<file path="config.mk">
export PLATFORM = sky130hd
export DESIGN_NAME = hcs_window_grad
export DESIGN_NICKNAME = d
export VERILOG_FILES = /design/src/hdl/hcs_pkg.sv /design/src/hdl/hcs_window_grad.sv
export SDC_FILE = /design/constraint.sdc
export NUM_CORES = 2
export LEC_CHECK = 0
export BUFFER_PORTS_ARGS = -buffer_cell sky130_fd_sc_hd__buf_4
export CAP_MARGIN = 10
export CORE_ASPECT_RATIO = 1.4
export CORE_MARGIN = 8
export CORE_UTILIZATION = 40
export DETAILED_ROUTE_END_ITERATION = 10
export GPL_TIMING_DRIVEN = 0
export PLACE_DENSITY = 0.59
export SLEW_MARGIN = 20
export SYNTH_ARGS = -nofsm -noshare
export SYNTH_HDL_FRONTEND = slang
export SYNTH_SLANG_ARGS = --single-unit
export TNS_END_PERCENT = 5
</file>
<file path="constraint.sdc">
create_clock -name aclk -period 5.5 [get_ports aclk]
set_input_delay 0.55 -clock aclk [delete_from_list [all_inputs] [get_ports aclk]]
set_output_delay 0.55 -clock aclk [all_outputs]
set_load 0.05 [all_outputs]
</file>
<file path="src/hdl/hcs_pkg.sv">
// ----------------------------------------------------------------------------
// hcs_pkg
// Shared types and constants for the streaming Harris corner unit.
// ----------------------------------------------------------------------------
package hcs_pkg;

    localparam int MaxWidth  = 256;
    localparam int MaxHeight = 256;
    localparam int ColW      = $clog2(MaxWidth);

    localparam logic [8:0] ROW_MAX    = 9'd511;
    localparam logic [8:0] WIDTH_MIN  = 9'd5;
    localparam logic [8:0] WIDTH_MAX  = 9'(MaxWidth);
    localparam logic [8:0] HEIGHT_MAX = 9'(MaxHeight);

    // Gaussian weights, Q16
    localparam logic signed [17:0] W_CORNER = 18'sd24111;
    localparam logic signed [17:0] W_EDGE   = 18'sd39748;

    // Configuration register indexes
    localparam logic [1:0] CFG_LINE_WIDTH = 2'd0;
    localparam logic [1:0] CFG_K_FACTOR   = 2'd1;
    localparam logic [1:0] CFG_THRESHOLD  = 2'd2;

    typedef logic signed [10:0] grad_t;

    typedef struct packed {
        logic       win_valid;
        logic [7:0] cx;
        logic [7:0] cy;
    } meta_t;

endpackage

</file>
<file path="src/hdl/hcs_window_grad.sv">
// ----------------------------------------------------------------------------
// hcs_window_grad
// 5x5 pixel window and Sobel gradients at the nine inner positions.
// ----------------------------------------------------------------------------
module hcs_window_grad import hcs_pkg::*; (
    input  logic       aclk,
    input  logic       aresetn,
    input  logic       adv,
    input  logic       col_valid,
    input  meta_t      col_meta,
    input  logic [7:0] col_pix [5],
    output logic       g_valid,
    output meta_t      g_meta,
    output grad_t      gx [9],
    output grad_t      gy [9]
);

    logic [7:0] win_reg [5][5];
    logic       v2_reg, v3_reg;
    meta_t      meta2_reg, meta3_reg;
    grad_t      gx_reg [9];
    grad_t      gy_reg [9];
    grad_t      gx_next [9];
    grad_t      gy_next [9];

    function automatic grad_t px(input logic [7:0] p);
        px = grad_t'({3'b000, p});
    endfunction

    // Shift in the new column
    always_ff @(posedge aclk) begin
        if (adv && col_valid) begin
            for (int r = 0; r < 5; r++) begin
                for (int c = 0; c < 4; c++) begin
                    win_reg[r][c] <= win_reg[r][c+1];
                end
                win_reg[r][4] <= col_pix[r];
            end
        end
    end

    // Sobel at each inner position
    always_comb begin
        for (int r = 1; r <= 3; r++) begin
            for (int c = 1; c <= 3; c++) begin
                gx_next[(r-1)*3 + (c-1)] =
                    - px(win_reg[r-1][c-1]) - (px(win_reg[r][c-1]) <<< 1)
                    - px(win_reg[r+1][c-1]) + px(win_reg[r-1][c+1])
                    + (px(win_reg[r][c+1]) <<< 1) + px(win_reg[r+1][c+1]);
                gy_next[(r-1)*3 + (c-1)] =
                    - px(win_reg[r-1][c-1]) - (px(win_reg[r-1][c]) <<< 1)
                    - px(win_reg[r-1][c+1]) + px(win_reg[r+1][c-1])
                    + (px(win_reg[r+1][c]) <<< 1) + px(win_reg[r+1][c+1]);
            end
        end
    end

    always_ff @(posedge aclk) begin
        if (adv) begin
            meta2_reg <= col_meta;
            meta3_reg <= meta2_reg;
            for (int i = 0; i < 9; i++) begin
                gx_reg[i] <= gx_next[i];
                gy_reg[i] <= gy_next[i];
            end
        end
    end

    always_ff @(posedge aclk) begin
        if (!aresetn) begin
            v2_reg <= 1'b0;
            v3_reg <= 1'b0;
        end else if (adv) begin
            v2_reg <= col_valid;
            v3_reg <= v2_reg;
        end
    end

    assign g_valid = v3_reg;
    assign g_meta  = meta3_reg;
    always_comb begin
        for (int i = 0; i < 9; i++) begin
            gx[i] = gx_reg[i];
            gy[i] = gy_reg[i];
        end
    end

endmodule

</file>
# ---- Yosys cells after proc, flatten, opt, wreduce, memory -nomap -nowiden
# Memory sizes are Yosys's and may differ from the RTL's.
# Index checks and enable logic that the tools add are counted.
dict set report word_totals {
  inputBits 61
  elab_cells 115
  memories 3
  ramBits 398
  out_inout_bits 216
  register_bits 36
}
dict set report classes {
  reduce_logical 1
  muxes 4
  add_sub_neg 99
}
# name depth width read_ports rd_ports_with_merged_regs wr line_no
set memory_table {}
lappend memory_table {win_reg 5 40 5 0 5 hcs_window_grad.sv:18} ;# logic [7:0] win_reg [5][5];
lappend memory_table {gx_reg 9 11 9 0 9 hcs_window_grad.sv:21} ;# grad_t gx_reg [9];
lappend memory_table {gy_reg 9 11 9 0 9 hcs_window_grad.sv:22} ;# grad_t gy_reg [9];
# cell count
set op_table {}
lappend op_table {{adder 11 x 9 -> 11 bit} 36}
lappend op_table {{adder 11 x 10 -> 11 bit} 18}
lappend op_table {{subtractor 11 x 10 -> 11 bit} 18}
lappend op_table {{subtractor 11 x 9 -> 11 bit} 18}
lappend op_table {{negation 8 -> 11 bit} 9}
lappend op_table {{2-to-1 mux 1 bit} 4}
lappend op_table {{logical AND 1 bit} 1}

# ---- Depth between registers and ports, before layout
# An unclocked memory read counts as a cell.
dict set report logic_depth {
  word_depth 7
  ltp_mapped 16
}

# ---- Worst setup path before layout
# OpenSTA, ideal clock, no wires.
dict set report synth_timing {
  kind {input port to flip-flop}
  startpoint {input adv}
  endpoint {memory win_reg[0][0] (netlist name), enable pin}
  path_stages 1
  setup_ns 0.585
  t_required_ns 4.915
  setup_slack_ns -0.189
  path_buffers 0
  t_arrival_ns 5.104
  cell_sequence {and2_1}
}
# element line_no
set synth_rtl {}
lappend synth_rtl {{start: declaration} hcs_window_grad.sv:8} ;# input logic adv,
lappend synth_rtl {{end: declaration} hcs_window_grad.sv:18}

==> impl_metrics.env <==
export IMPL_startpoint_type="flop"
export IMPL_setup_ws_ns=0.1900
export IMPL_end_kind="flop"
export IMPL_finalWirelength_mm=105.4
export IMPL_worst_path_max_delay_cell="fa_1"
export IMPL_postRouteAntennaNets=0
export IMPL_p_seq_frac=0.273
export IMPL_worstHoldStart="col_meta[12]"
export IMPL_num_vias=23140
export IMPL_setup_viol=0
export IMPL_total_power_mw=18.73
export IMPL_hold_ws_ns=0.09985
export IMPL_clk_transition_reported_paths_ns=0.06
export IMPL_worstHoldEndpoint="meta2_reg[12]$_DFFE_PP_"
export IMPL_final_min_clock_period_ns=5.310
export IMPL_r2r_start="win_reg[2][17]$_DFFE_PP_"
export IMPL_finClkSkew_ns=0.01848
export IMPL_regToRegSetupSlack_ns=0.19
export IMPL_grt_pass1_vias=24660
export IMPL_worstMarginPinSlew_ns=1.131
export IMPL_htree_levels=2
export IMPL_path_class="flop to flop"
export IMPL_clkPwrFrac=0.191
export IMPL_rr_worst_depth=17
export IMPL_core_area_sq_um=92160
export IMPL_root_buffer="clkbuf_16"
export IMPL_power_switching_mw=8.293
export IMPL_largest_reg_flops=200
export IMPL_worst_ep_required_time_ns=5.93
export IMPL_ys_flop_type="edfxtp_1"
export IMPL_cts_sinks=434
export IMPL_nets=4384
export IMPL_hpwl_mm=85.03
export IMPL_power_frac_comb=0.536
export IMPL_synth_area_sq_um=37070
export IMPL_antenna_found_initial=1
export IMPL_path_buf_inv=5
export IMPL_dp_cells=4607
export IMPL_cts_hold_buf=0
export IMPL_yosysSeqAreaShare=0.3510
export IMPL_tritoncts="yes"
export IMPL_fill_cells=8512
export IMPL_post_place_ws_ns=-0.7222
export IMPL_critical_path_cell_chain="buf_12 -> clkinvlp_4 -> ha_1 -> and3_1 -> xnor2_1 -> inv_1 -> fa_1 -> inv_1 -> fa_1 -> fa_1 -> inv_1 -> ha_1 -> o21ai_0 -> o21ai_1 -> a2111oi_0 -> nor3_1 -> xor2_1"
export IMPL_hold_path_class="input pin to flop"
export IMPL_grt_max_degree=93
export IMPL_cts_buffers_inserted=50
export IMPL_synth_seq_cells=434
export IMPL_syn_avg_cell_area_sq_um=11.89
export IMPL_min_period_over_period=0.9654
export IMPL_postSynthCellCount=3118
export IMPL_r2r_end="gy_reg[0][96]$_DFFE_PP_"
export IMPL_ys_types=53
export IMPL_dieArea_sq_um=102800
export IMPL_synth_edff_count=432
export IMPL_initial_core_util=0.4023
export IMPL_post_drt_wl_per_cell_microns=22.36
export IMPL_drive_gt1_frac=0.1121
export IMPL_synth_fp_nets=4038
export IMPL_yosysWarnings=0
export IMPL_drtIter0Drc=1432
export IMPL_insertion_delay_ns=0.63
export IMPL_track_usage=0.2059
export IMPL_switching_share=0.4429
export IMPL_num_rows=132
export IMPL_p_int_mw=10.43
export IMPL_overflow=0
export IMPL_finalSetupTns_ns=0
export IMPL_routed_via_density=4.909
export IMPL_area_sequential_sq_um=13010
export IMPL_first_pass_iters=5
export IMPL_cp_max_fo=7
export IMPL_outcome="complete, no violations"
export IMPL_max_stage_delay_ns=0.53
export IMPL_drv_cap=0
export IMPL_die_w_microns=273.3
export IMPL_power_density_nw_per_um2=438.6
export IMPL_relSlewSlack=0.2449
export IMPL_cts_path_max_buffers=3
export IMPL_io_buffers=276
export IMPL_multi_input_area_sq_um=20920
export IMPL_dieHeight_microns=376.2
export IMPL_final_cells=4713
export IMPL_drc=0
export IMPL_grt_first_pass_wirelength_mm=156.3
export IMPL_critPathArrivalTime_ns=5.74
export IMPL_min_path_cells=1
export IMPL_critPathTopFamily="adder cells"
export IMPL_leakagePower_nw=19.42
export IMPL_finalHoldViolCount=0
export IMPL_peakVddDrop_mv=0.3239
export IMPL_fmax_ghz=0.1883
export IMPL_async_reset_ff_frac=0
export IMPL_area_growth_pct=15.17
export IMPL_rsz0062_at_grt="false"
export IMPL_place_gp_congestion=0.9024
export IMPL_slew_viol_final=0
export IMPL_io_pins=277
-- power by group through the flow --
stage | logic (mW) | clock network (mW) | registers (mW)
6_report | 10.0 | 3.57 | 5.12
4_1_cts | 10.2 | 3.69 | 5.13
2_1_floorplan | 4.81 | 0 | 7.39
5_1_grt | 11.0 | 3.79 | 5.19
3_3_place_gp | 10.0 | 0 | 5.19
3_5_place_dp | 10.1 | 0 | 5.19
-- cells in the mapped netlist, drive strengths merged, types with 2 or more instances --
cell	number	area share
or3	2	0.00034
a21oi	102	0.014
nor3b	5	0.0021
nand2	65	0.0066
nand4	16	0.0027
nor2b	27	0.0046
o211ai	11	0.0022
nand4b	2	0.00047
and3	13	0.0022
nor4	16	0.0035
edfxtp	432	0.35
o21ai	42	0.0057
o2111ai	10	0.0024
a21o	55	0.011
nor3	45	0.0066
o41ai	10	0.0024
nor2	117	0.012
dfxtp	2	0.0011
a221o	2	0.00054
o21a	12	0.0024
a41oi	4	0.00094
a211o	5	0.0012
a21boi	3	0.00061
inv	834	0.084
a2111oi	6	0.0019
xor2	88	0.021
a221oi	3	0.00071
o21bai	12	0.0024
nand3	61	0.0082
xnor2	211	0.050
and2	3	0.00051
clkbuf	4	0.00040
nand2b	4	0.00067
a41o	2	0.00054
ha	379	0.13
and4	4	0.00094
fa	480	0.26
mux2i	3	0.00081
a31oi	3	0.00051
a211oi	15	0.0030
-- metal layers --
metal,share of wire,GRT usage
met5,0,0
met4,0.054,0.09876
met3,0.051,0.03044
met2,0.50,0.3563
met1,0.40,0.2501
-- stage by stage --
stage / area [sq um] / utilization
final: 42700 / 0.4633
after global routing: 42690 / 0.4632
after CTS: 42680 / 0.4631
after detailed placement: 40860 / 0.4433
after global placement: 40660 / 0.4412
after floorplan: 37080 / -
-- worst register-to-register path: stages, from the launching register on --
cell and delay [ns]:
edfxtp_1 0.40, buf_12 0.14, clkinvlp_4 0.48, ha_1 0.51, and3_1 0.23, xnor2_1 0.21
inv_1 0.10, fa_1 0.49, inv_1 0.05, fa_1 0.45, fa_1 0.53, inv_1 0.05
ha_1 0.32, o21ai_0 0.11, o21ai_1 0.35, a2111oi_0 0.18, nor3_1 0.25, xor2_1 0.28
-- cells in the final DEF, fill, tap and decap left out, types with 55 or more instances in the layout --
cell type  netlist  layout
edfxtp_1       432     432
nand3_1         61      61
ha_1           379     379
a21o_1          55      55
a21oi_1        102     102
nor2_1         117     117
xor2_1          88      88
fa_1           480     480
buf_4            0     284
inv_1          834     832
nand2_1         65      65
xnor2_1        211     211
-- worst max path at each step --
stage                                to  slack [ns]                startpoint  cells after the start
2_1_floorplan   gy_reg[0][96]$_DFFE_PP_        1.17  win_reg[2][17]$_DFFE_PP_                     16
3_3_place_gp   win_reg[2][16]$_DFFE_PP_       -2.00                       adv                      2
3_5_place_dp    gy_reg[0][96]$_DFFE_PP_       -0.72  win_reg[2][16]$_DFFE_PP_                     16
4_1_cts         gy_reg[0][63]$_DFFE_PP_       -0.06  win_reg[1][16]$_DFFE_PP_                     14
5_1_grt         gy_reg[0][63]$_DFFE_PP_        0.02  win_reg[1][17]$_DFFE_PP_                     14
6_report        gy_reg[0][96]$_DFFE_PP_        0.19  win_reg[2][17]$_DFFE_PP_                     17
-- final cells by class --
| cell class | instances | area share |
|---|---|---|
| Multi-Input combinational cell | 1846 | 0.4899 |
| Sequential cell | 434 | 0.3048 |
| Inverter | 834 | 0.07349 |
| Timing Repair Buffer | 294 | 0.05574 |
| Tap cell | 1206 | 0.03534 |
| Clock buffer | 54 | 0.02966 |
| Clock inverter | 39 | 0.01061 |
| Buffer | 4 | 0.0003516 |
| Antenna cell | 2 | 0.0001172 |
-- repair_timing --
item,in CTS,in global routing
resized for setup,2,1
setup endpoints to repair,14,2
buffers inserted,9,2
-- cell families (layout without fill, tap and decap cells) --
kind of cell | count (synthesis) | after routing | share of synthesized area
compound gates | 301 | 301 | 0.05349
xor+xnor | 299 | 299 | 0.07064
fa+ha+maj | 859 | 859 | 0.3871
buf+inv | 838 | 1225 | 0.08484
flops | 434 | 434 | 0.3510
mux | 3 | 3 | 0.0008100
other cells | 0 | 2 | 0
simple gates | 384 | 384 | 0.05214
No activity file was read; power rests on OpenSTA's default activity.
